**config.mk**
```make
export PLATFORM = sky130hd
export DESIGN_NAME = tkrs_ram
export DESIGN_NICKNAME = d
export VERILOG_FILES = /design/src/tkrs_ram.sv
export SDC_FILE = /design/constraint.sdc
export NUM_CORES = 1
export LEC_CHECK = 0
export BUFFER_PORTS_ARGS = -buffer_cell sky130_fd_sc_hd__clkbuf_2
export CAP_MARGIN = 20
export CORE_MARGIN = 2
export CORE_UTILIZATION = 60
export DETAILED_ROUTE_END_ITERATION = 10
export PLACE_DENSITY = 0.76
export RECOVER_POWER = 25
export SLEW_MARGIN = 20
export SYNTH_ARGS = -nofsm -noshare
export SYNTH_HDL_FRONTEND = slang
export SYNTH_SLANG_ARGS = --single-unit
```
**constraint.sdc**
```tcl
create_clock -name clk -period 2.4 [get_ports clk]
set_clock_uncertainty 0.2 [all_clocks]
set_input_delay 0.12 -clock clk [delete_from_list [all_inputs] [get_ports clk]]
set_output_delay 0.12 -clock clk [all_outputs]
set_load 0.005 [all_outputs]
```
**src/tkrs_ram.sv**
```systemverilog
`default_nettype none

// One write port, two registered read ports.
module tkrs_ram #(
    parameter int WIDTH = 8,
    parameter int DEPTH = 16
) (
    input  wire logic                                    clk,
    input  wire logic                                    we,
    input  wire logic [((DEPTH > 1) ? $clog2(DEPTH) : 1)-1:0] waddr,
    input  wire logic [WIDTH-1:0]                        wdata,
    input  wire logic [((DEPTH > 1) ? $clog2(DEPTH) : 1)-1:0] ra_addr,
    output logic      [WIDTH-1:0]                        ra_data,
    input  wire logic [((DEPTH > 1) ? $clog2(DEPTH) : 1)-1:0] rb_addr,
    output logic      [WIDTH-1:0]                        rb_data
);

    logic [WIDTH-1:0] mem [DEPTH];

    always_ff @(posedge clk) begin
        if (we) begin
            mem[waddr] <= wdata;
        end
        ra_data <= mem[ra_addr];
        rb_data <= mem[rb_addr];
    end

endmodule

`default_nettype wire

```
; ---- Yosys cells after proc, flatten, opt, wreduce, memory -nomap -nowiden
; Memories as Yosys holds them, arrays and structs flattened. A register that Yosys moved wholly into a read port is not among the register bits.
; Cells that the tools add are included.
; W data, S select, Z words.
[classes]
muxes = 2
[ops]
columns = cell, count
row1 = $mux W1, 2
[word_totals]
elab_cells = 3
out_inout_bits = 16
inputBits = 22
ff_bits = 0
mem_bits_rw = 128
mem_count = 1
[memory_table]
columns = memory, words, word_bits, read_ports, rd_clocked_by_memory_dff, write_ports, line_no
row1 = mem, 16, 8, 2, 2, 1, 18  ; logic [WIDTH-1:0] mem [DEPTH];

; ---- Logic depth before layout (Yosys ltp)
[depth]
depth_word = 2
ltp_mapped = 5
ltp_nobuf = 3

; ---- Worst setup path before layout
; Ideal clock, no wire load.
[synth_timing]
path_kind = input port to flip-flop
startpoint = in waddr[2] (netlist bit)
endpoint = mem mem[0][0] (enable)
arrival_time_ns = 1.230
setup_ns = 0.383
cell_stages = 2
path_slack_ns = 0.587
t_required_ns = 1.817
n_path_buf = 0
cell_sequence = or3b_2 > nor3_1
[synth_rtl]
columns = item, line_no
row1 = "start, declared", 10  ; input wire logic [((DEPTH > 1) ? $clog2(DEPTH) : 1)-1:0] waddr,
row2 = "end, declared", 18
; No word-level cell before the write port.

; ---- Worst setup path after layout
[layout_timing]
startpoint = in waddr[3] (netlist bit)
endpoint = mem mem[5][4] (enable)
; No word-level cell before the write port.

==> results.sh <==
export IMPL_tritoncts="yes"
export IMPL_die_h_microns=106.8
export IMPL_antenna_found_initial=0
export IMPL_cts_sinks=144
export IMPL_ir_drop_v=0.0005572
export IMPL_async_flop_share_pct=0
export IMPL_post_cts_buffers=0
export IMPL_power_mw=5.972
export IMPL_period_share_pct=95.96
export IMPL_vias=3706
export IMPL_p_leak_nw=2.669
export IMPL_drtIter0Drc=432
export IMPL_r2r_slack_ns=0.65
export IMPL_maxCapViolations=0
export IMPL_fin_util_pct=73.63
export IMPL_ctsResizeCount=0
export IMPL_power_frac_seq_pct=47.5
export IMPL_cp_arrival_ns=2.33
export IMPL_powerDensity_nw_per_um2=789.1
export IMPL_ant_nets=0
export IMPL_p_comb_share_pct=7.5
export IMPL_fp_coreArea_sq_um=10280
export IMPL_register_area_sq_um=4164
export IMPL_synth_seq_cells=144
export IMPL_numCtsBuffers=17
export IMPL_initial_core_util_pct=61.75
export IMPL_rsz0062_at_grt="false"
export IMPL_multi_input_area_sq_um=2009
export IMPL_hold_violations=0
export IMPL_drive_gt1_share_pct=31.68
export IMPL_fin_tns_setup_ns=0
export IMPL_synthesis_nets=329
export IMPL_status="finished, final reports clean"
export IMPL_overflow=0
export IMPL_ys_dominant_reg_cell="edfxtp_1"
export IMPL_cts_hold_buf=19
export IMPL_ys_seq_area_share_pct=65.62
export IMPL_hp_class="in -> reg"
export IMPL_fin_ws_ns=0.09702
export IMPL_tightestPinTransition_ns=0.6558
export IMPL_drc_errors=0
export IMPL_syn_cell_area_sq_um=6346
export IMPL_grt_max_degree=26
export IMPL_finalMaxSlewViolations=0
export IMPL_switching_share_pct=21.10
export IMPL_critPathCaptureType="register"
export IMPL_setup_violations=0
export IMPL_fin_crit_ns=2.303
export IMPL_nets=414
export IMPL_hold_slack_ns=0.02143
export IMPL_dp_hpwl_microns=9215
export IMPL_r2r_start="mem[1][7]$_DFFE_PP_"
export IMPL_yosysTopAreaCell="edfxtp_1"
export IMPL_netSwitchingPower_mw=1.260
export IMPL_regToRegEndpoint="rb_data[7]$_DFF_P_"
export IMPL_grt_pass1_vias=3831
export IMPL_clockPowerShare_pct=45.0
export IMPL_critical_path_required_ns=2.43
export IMPL_synthCells=307
export IMPL_io_buffers=37
export IMPL_boundaryPins=38
export IMPL_synth_cell_types=20
export IMPL_cts_root_buf="clkbuf_8"
export IMPL_ys_warn_count=0
export IMPL_holdPathEnd="ra_data[5]$_DFF_P_"
export IMPL_dr_pass1_iters=5
export IMPL_fmax_ghz=0.4342
export IMPL_slew_headroom_pct=56.28
export IMPL_critPathKind="in -> reg"
export IMPL_syn_mean_instance_area_sq_um=20.67
export IMPL_clk_latency_ns=0.51
export IMPL_rows=37
export IMPL_whs_path_depth=5
export IMPL_pre_cts_slack_ns=0.3855
export IMPL_antenna_cells=0
export IMPL_grt_pass1_wl_microns=22640
export IMPL_fp_dieW_microns=106.8
export IMPL_gr_usage_all_layers_pct=28.81
export IMPL_htreeDepth=4
export IMPL_fillCellCount=583
export IMPL_die_area_sq_um=11420
export IMPL_routed_wl_microns=15160
export IMPL_synth_edf_count=128
export IMPL_wl_per_cell_microns=28.07
export IMPL_synth_top_area_share_pct=60.57
export IMPL_path_clk_slew_ns=0.06
export IMPL_clk_path_buf_depth=2
export IMPL_routabilityCongestion=0.8197
export IMPL_syn_to_final_growth_pct=19.24
export IMPL_cp_start_kind="input port"
export IMPL_vias_per_cell=6.863
export IMPL_min_from="ra_addr[2]"
export IMPL_worstRegToRegCells=3
export IMPL_synth_area_leaders="edfxtp_1 61%, mux4_2 12%, mux4_1 12%"
export IMPL_cell_internal_pwr_mw=4.712
export IMPL_crit_fanout=4
-- stage by stage --
stage	instances	area (sq um)
2_1_floorplan	307	6346
3_3_place_gp	490	6779
3_5_place_dp	490	6779
4_1_cts	540	7574
5_1_grt	540	7567
6_report	540	7567
-- critical path, stage by stage --
cell,delay [ns]
dlygate4sd3_1,0.53
clkbuf_2,0.13
nand3b_1,0.19
dlygate4sd3_1,0.62
nor2_1,0.15
dlygate4sd3_1,0.58
-- cell usage after synthesis, types with 4 or more instances --
library cell and count:
clkdlybuf4s25_2 6, nor3_1 4, nand2_1 17, mux4_1 28, dfxtp_1 16, edfxtp_1 128
buf_2 6, mux4_2 34, nor2_1 14, buf_6 6, a22oi_1 32
-- state kept, by name, summed over array words and instances, names as in the netlist --
name     cells
mem        128
rb_data      8
ra_data      8
-- layout by cell type (no fill, tap or decap), drive strengths merged, types with 3 or more instances in the layout --
cell / count
a22oi: 32
buf: 30
bufinv: 4
clkbuf: 55
clkinv: 3
clkinvlp: 3
dfxtp: 16
dlygate4sd3: 19
edfxtp: 128
inv: 3
mux4: 64
nand2: 17
nor2: 14
nor3: 4
-- per-layer routing --
layer | GRT usage, % | routed length, microns | vias to the layer above
li1 | - | - | 1514
met1 | 38.63 | 5541 | 1860
met2 | 46.09 | 7481 | 286
met3 | 7.416 | 1589 | 46
met4 | 11.41 | 543 | 0
met5 | 0 | 0 | -
-- power groups by stage --
| stage | Clock (mW) | Sequential (mW) | Combinational [mW] |
|---|---|---|---|
| final | 2.69 | 2.84 | 0.447 |
| after floorplan | 0 | 2.88 | 0.253 |
| after global placement | 0 | 2.88 | 0.407 |
| after global routing | 2.81 | 2.85 | 0.476 |
| after detailed placement | 0 | 2.89 | 0.414 |
| after CTS | 2.70 | 2.84 | 0.446 |
-- kinds of logic after synthesis --
kind of cell | share of synthesized area (%)
simple gates | 3.430
buf+inv | 2.721
flops | 65.62
compound gates | 3.785
mux | 24.45
-- worst max path at each step --
stage	start	end	slack (ns)
finish	waddr[3]	mem[5][4]$_DFFE_PP_	0.1
global route	waddr[3]	mem[5][4]$_DFFE_PP_	0.05
CTS	waddr[3]	mem[5][4]$_DFFE_PP_	0.17
detailed placement	ra_addr[0]	ra_data[2]$_DFF_P_	0.39
global placement	ra_addr[0]	ra_data[2]$_DFF_P_	0.39
floorplan	waddr[2]	mem[0][0]$_DFFE_PP_	0.59
-- final cells by class --
class                           instances  share of cell area (%)
Timing Repair Buffer                   86                   8.185
Clock buffer                           18                   5.522
Tap cell                              136                   2.249
Sequential cell                       144                   55.03
Multi-Input combinational cell        143                   26.55
Clock inverter                         13                   2.464
Power figures use the tool's default switching activity.
