**src/tkrs_pkg.sv**
```systemverilog
`default_nettype none

package tkrs_pkg;

    // Heap storage and sample sizes
    localparam int CAPACITY   = 1024;
    localparam int VALUE_BITS = 32;

    // Fixed field widths
    localparam int STORE_W = 31;
    localparam int SUM_W   = 41;
    localparam int IDX_W   = 32;
    localparam int DECAY_W = 16;
    localparam int KEEP_W  = 11;
    localparam int PROD_W  = IDX_W + DECAY_W;

    // Derived heap index widths
    localparam int ADDR_W = (CAPACITY > 1) ? $clog2(CAPACITY) : 1;
    localparam int CNT_W  = $clog2(CAPACITY + 1);
    localparam int LIM_W  = (CNT_W > KEEP_W) ? CNT_W : KEEP_W;
    localparam int J_W    = ADDR_W + 2;

    // Stream payload widths, padded to whole bytes
    localparam int SDATA_W = ((VALUE_BITS + 7) / 8) * 8;
    localparam int MDATA_W = ((SUM_W + 7) / 8) * 8;

    // Configuration port
    localparam int CFG_AW = 3;
    localparam int CFG_DW = 32;
    localparam logic REG_KEEP  = 1'b0;
    localparam logic REG_DECAY = 1'b1;
    localparam logic [KEEP_W-1:0] KEEP_RESET = KEEP_W'(1);

    typedef enum logic [9:0] {
        ST_IDLE   = 10'b00_0000_0001,
        ST_DECIDE = 10'b00_0000_0010,
        ST_ROOT   = 10'b00_0000_0100,
        ST_SUM    = 10'b00_0000_1000,
        ST_BEST   = 10'b00_0001_0000,
        ST_UP     = 10'b00_0010_0000,
        ST_UP_CMP = 10'b00_0100_0000,
        ST_DN     = 10'b00_1000_0000,
        ST_DN_CMP = 10'b01_0000_0000,
        ST_OUT    = 10'b10_0000_0000
    } state_t;

    typedef struct packed {
        logic clear;
        logic step;
        logic add_en;
        logic best_en;
    } score_ctrl_t;

endpackage

`default_nettype wire

```
**src/tkrs_score.sv**
```systemverilog
`default_nettype none

// Item index, running sum and best score with the decay product.
module tkrs_score (
    input  wire logic                         aclk,
    input  wire logic                         aresetn,
    input  wire tkrs_pkg::score_ctrl_t        ctrl,
    input  wire logic [tkrs_pkg::STORE_W-1:0] addend,
    input  wire logic [tkrs_pkg::DECAY_W-1:0] decay,
    output logic      [tkrs_pkg::SUM_W-1:0]   best
);

    localparam int SC_W = ((tkrs_pkg::PROD_W > tkrs_pkg::SUM_W) ?
                           tkrs_pkg::PROD_W : tkrs_pkg::SUM_W) + 1;

    logic [tkrs_pkg::IDX_W-1:0]  index_reg, index_next, index_base;
    logic [tkrs_pkg::SUM_W-1:0]  sum_reg, sum_next;
    logic [tkrs_pkg::SUM_W-1:0]  best_reg, best_next;
    logic [tkrs_pkg::PROD_W-1:0] prod_reg;
    logic [tkrs_pkg::SUM_W:0]    sum_wide;
    logic signed [SC_W-1:0]      score;
    logic signed [SC_W-1:0]      best_ext;

    assign sum_wide   = {1'b0, sum_reg} + (tkrs_pkg::SUM_W + 1)'(addend);
    assign score      = $signed(SC_W'(sum_reg)) - $signed(SC_W'(prod_reg));
    assign best_ext   = $signed(SC_W'(best_reg));
    assign index_base = ctrl.clear ? '0 : index_reg;

    always_comb begin
        index_next = index_reg;
        sum_next   = sum_reg;
        best_next  = best_reg;
        if (ctrl.step) begin
            // saturate the index at its maximum
            index_next = (&index_base) ? index_base : index_base + 1'b1;
            if (ctrl.clear) begin
                sum_next  = '0;
                best_next = '0;
            end
        end
        if (ctrl.add_en) begin
            sum_next = sum_wide[tkrs_pkg::SUM_W] ? '1 : sum_wide[tkrs_pkg::SUM_W-1:0];
        end
        if (ctrl.best_en && (score > best_ext)) begin
            best_next = score[tkrs_pkg::SUM_W-1:0];
        end
    end

    always_ff @(posedge aclk) begin
        if (!aresetn) begin
            index_reg <= '0;
            sum_reg   <= '0;
            best_reg  <= '0;
        end else begin
            index_reg <= index_next;
            sum_reg   <= sum_next;
            best_reg  <= best_next;
        end
    end

    // Free-running product; the index settles before any use.
    always_ff @(posedge aclk) begin
        prod_reg <= index_reg * decay;
    end

    assign best = best_reg;

endmodule

`default_nettype wire

```
**config.mk**
```make
export PLATFORM = sky130hd
export DESIGN_NAME = tkrs_score
export DESIGN_NICKNAME = d
export VERILOG_FILES = /design/src/tkrs_pkg.sv /design/src/tkrs_score.sv
export SDC_FILE = /design/constraint.sdc
export NUM_CORES = 2
export LEC_CHECK = 0
export ABC_AREA = 1
export BUFFER_PORTS_ARGS = -buffer_cell sky130_fd_sc_hd__buf_4
export CAP_MARGIN = 20
export CORE_MARGIN = 3
export CORE_UTILIZATION = 65
export CTS_CLUSTER_DIAMETER = 200
export DETAILED_ROUTE_END_ITERATION = 10
export GPL_ROUTABILITY_DRIVEN = 0
export HOLD_SLACK_MARGIN = 0.02
export PLACE_DENSITY = 0.94
export RECOVER_POWER = 25
export SLEW_MARGIN = 40
export SYNTH_ARGS = -nofsm -noshare
export SYNTH_HDL_FRONTEND = slang
export SYNTH_SLANG_ARGS = --single-unit
```
**constraint.sdc**
```tcl
create_clock -name aclk -period 12.8 [get_ports aclk]
set_input_delay 1.92 -clock aclk [delete_from_list [all_inputs] [get_ports aclk]]
set_output_delay 1.92 -clock aclk [all_outputs]
set_load 0.02 [all_outputs]
```
# Word level (Yosys, flattened, before mapping)
# Cells that the tools add are included.
# classes
addsub	3
mul	1
n_lt_le_gt_ge	1
muxes	7
n_reduce_logical	8
# ops
cell	count
41-bit 2-to-1 mux	5
32-bit 2-to-1 mux	2
49-bit by 42-bit greater-than comparator with 1-bit output	1
41-bit by 48-bit subtractor with 49-bit output	1
32-bit by 16-bit multiplier with 48-bit output	1
41-bit by 31-bit adder with 42-bit output	1
32-bit by 1-bit adder with 32-bit output, second input constant	1
32-bit AND reduction	1
2-bit nonzero test	4
2-bit AND reduction	2
1-bit logical AND	1
# totals
ff_bits	162
input_bits	53
out_inout_bits	41
word_cells	24

# Longest topological paths before layout
# logic_depth
ltp_word	5
ltp_mapped	32
mapped_depth_nobuf	31

# Worst setup path before layout
# OpenSTA, ideal clock, no wires.
# synth_path
kind	in2reg
start	in decay[1] (netlist name)
end	reg prod_reg[33] (netlist name)
setup_time_ns	0.072
t_arrival_ns	7.058
required_time_ns	12.728
path_slack_ns	5.671
path_stages	23
n_path_buf	1
path_cell_list	clkbuf_1 -> nand2_1 -> fa_1 -> fa_1 -> fa_1 -> fa_1 -> inv_1 -> fa_1 -> inv_1 -> fa_1 -> inv_1 -> ha_1 -> nand2_1 -> nor2_1 -> o21ai_0 -> nand3_1 -> a21oi_1 -> o21ai_0 -> nand2_1 -> nand2_1 -> nand3_1 -> o211ai_1 -> xor2_1
# synth_via
elab_chain_cells	1
# synth_rtl
element	line_no	text
start: declaration	tkrs_score.sv:9	input wire logic [tkrs_pkg::DECAY_W-1:0] decay,
32-bit by 16-bit multiplier with 48-bit output	tkrs_score.sv:63	prod_reg <= index_reg * decay;
end signal: assignment	tkrs_score.sv:63	
end: declaration	tkrs_score.sv:19	logic [tkrs_pkg::PROD_W-1:0] prod_reg;
# No other way between the ends.
# A chain may end at the register's enable or synchronous reset.

# Worst setup path in the final report
# layout_path
start	in decay[1] (netlist name)
end	reg prod_reg[47] (netlist name)
# Same word-level chain as after synthesis.

==> results.md <==
- Outcome: finished with violations
- Failing checks: capacitance limit, slew limit
- First-pass GRT wire length: 143000 µm
- GRT overflow: 0
- Fin nets: 4969
- Ys flop type: dfxtp_1
- Die H: 220 µm
- Root buf cell: clkbuf_16
- Clk pin slew, worst setup/hold paths: 0.07 ns
- # DRC: 0
- Final setup fails: 0
- Vias in the first global route: 29400
- Worst path max stage delay: 0.58 ns
- Detailed Route WL: 87400 µm
- Crit path arrival time: 7.76 ns
- PD cells: 76.7 nW/µm²
- Layout cell share with drive strength beyond 1: 4.40%
- Post-CTS Hold Fix Bufs: 0
- Placed wire-length estimate: 66700 µm
- Cell Area, Synth: 29800 µm²
- Via density: 5.83
- Hold_sp: sum_reg[0]
- Mapped Nets: 5009
- Chip width: 220 µm
- Core footprint: 44800 µm²
- Antenna violations before repair: 1
- Initial Util: 66.6%
- Clock buffer depth: 2
- Largest net degree at the start of global routing: 98
- Worst setup EP type: register
- Setup bufs post-CTS: 0
- Setup_tns: 0 ns
- Crit Path Category: primary input to register
- CTS resizes: 0
- Hold EP: sum_reg[0]
- Final min period: 7.44 ns
- Crit start category: primary input
- Fmax: 0.134 GHz
- Max-slew headroom: -26.2%
- HP Class: register to register
- RR Startpoint: index_reg[29]
- Via count: 28400
- Register bit count reported by yosys: 162
- Port bufs: 93
- Setup slack, reg-to-reg: 6.32 ns
- Seq/Total Area, Yosys: 10.9%
- Hold WS: 0.491 ns
- Syn Area/Cell: 6.93 µm²
- Worst VDD drop: 102 µV
- Final period util: 58.1%
- H-tree Lvls: 4
- Critical-path cell list: buf_4, nand2_1, fa_1, inv_1, fa_1, inv_1, fa_1, inv_1, fa_1, fa_1, inv_1, fa_1, inv_1, ha_1, a21oi_1, inv_1, a31oi_1, o21ai_0, o21bai_1, a21oi_1, nor2_1, nand3_1, nand2_1, xor2_1
- Gate Count Post-Synth: 4302
- Max reg flops: 48
- Async set-reset flop share out of synthesis: 0%
- Critical path required time: 13.12 ns
- Maxcap violations: 1
- CP max FO: 32
- Reg2Reg Depth: 23
- RR Endpoint: prod_reg[47]
- Die ar.: 48500 µm²
- Number of distinct library cells after synthesis: 55
- Worst Hold Path Cells: 2
- CTS tree: yes
- Final ANT Viol Nets: 0
- Fillers: 3398
- Post-synth EDFFs: 0
- Critical Path Slowest Stage Cell: fa_1
- Synth warnings: 0
- Io pins: 94
- Num rows: 77
- DR iter-0 viols: 3249
- Area Overhead vs Synth: 4.20%
- WL/cell: 17.9 µm
- GRT Total Usage: 36.9%
- Layout Skew: 0.0185 ns
- Slew Limit Fails: 33
- DRT Pass-1 Iters: 10
- Worst Tran Pin Value: 1.89 ns
- Unrepaired setup endpoints after global routing: false
- Pleak: 16.8 nW
- Clk sinks: 162
- Clock Latency Late Sink: 0.46 ns
- CTS buffer count: 17
- Final hold viol count: 0
-- worst max-delay path by stage --
stage,slack (ns),end,start
finish,5.36,prod_reg[47],decay[1]
global route,5.04,prod_reg[33],decay[1]
CTS,5.49,prod_reg[44],decay[5]
detailed placement,5.00,prod_reg[44],decay[5]
global placement,5.17,prod_reg[47],decay[1]
floorplan,5.67,prod_reg[33],decay[1]
-- Yosys cell counts, types with 15 or more instances --
| cell type | n | share of area [%] |
|---|---|---|
| fa_1 | 420 | 28 |
| nand3_1 | 138 | 2.3 |
| nor2_2 | 19 | 0.40 |
| o21ai_0 | 121 | 2.0 |
| buf_2 | 22 | 0.37 |
| xnor2_1 | 52 | 1.5 |
| nand3_2 | 21 | 0.70 |
| a31oi_1 | 25 | 0.52 |
| clkbuf_1 | 115 | 1.4 |
| nor3_1 | 38 | 0.64 |
| dfxtp_1 | 162 | 11 |
| xor2_1 | 73 | 2.1 |
| inv_1 | 1084 | 14 |
| nand4_1 | 23 | 0.48 |
| nand2_1 | 1097 | 14 |
| inv_2 | 15 | 0.19 |
| a21oi_1 | 282 | 4.7 |
| nor2_1 | 232 | 2.9 |
| ha_1 | 234 | 9.8 |
-- stage by stage --
step | setup WS (ns) | power [mW] | utilization, % | area (µm²) | cells
5_1_grt | 5.04 | 2.55 | 69.4 | 31100 | 4867
6_report | 5.36 | 2.38 | 69.4 | 31100 | 4868
4_1_cts | 5.49 | 2.38 | 69.7 | 31200 | 4866
3_5_place_dp | 5.00 | 1.85 | 68.4 | 30600 | 4835
3_3_place_gp | 5.17 | 1.81 | 68.4 | 30600 | 4835
2_1_floorplan | 5.67 | 1.52 | - | 29800 | 4302
-- routing by layer --
metal,part of all wire [%],routed length [µm],track usage (%)
met5,0,0,0
met2,46,40300,61.4
met1,34,29800,42.6
met4,8.0,6970,23.9
met3,12,10300,8.95
-- critical path: cells and delay by family --
family | cells | cell delay, ns
compound gates | 5 | 1.04
xor+xnor | 1 | 0.13
fa+ha+maj | 7 | 3.45
buf+inv | 7 | 0.75
simple gates | 4 | 0.45
-- area by class of cell --
cell class / instances / area [µm²] / share of cell area [%]
multi-input cells: 2881 / 21800 / 70.0
inverters: 1101 / 4130 / 13.3
flip-flops and latches: 162 / 3270 / 10.5
well taps: 592 / 741 / 2.38
repair buffers: 99 / 586 / 1.88
clock buffers: 23 / 498 / 1.60
clock inverters: 8 / 91.3 / 0.294
diodes: 2 / 5.00 / 0.0161
-- where the power goes --
part	switching, mW	internal, mW
Combinational	0.821	0.424
Sequential	0.0536	0.554
Clock	0.234	0.296
Total	1.11	1.27
-- logic make-up after synthesis --
logic type                 Yosys count  share of synthesized area [%]
DFF                                162                           10.9
xor gates and xnor gates           125                           3.67
adders and majority gates          654                           38.0
and+or+nand+nor                   1613                           22.5
AOI/OAI and AO/OA                  489                           8.78
buffers and inverters             1259                           16.2
-- layout by cell type, fill, tap and decap left out, drive strengths merged, types with 17 or more instances in the layout --
master  instances
ha            234
nand2        1104
clkbuf         67
dfxtp         162
nand4          23
nor3           40
nand3         160
inv          1103
buf            55
a21oi         282
a31oi          25
xor2           73
nor2          254
nor4           17
fa            420
xnor2          52
o21ai         131
No activity file was read; power rests on OpenSTA's default activity.
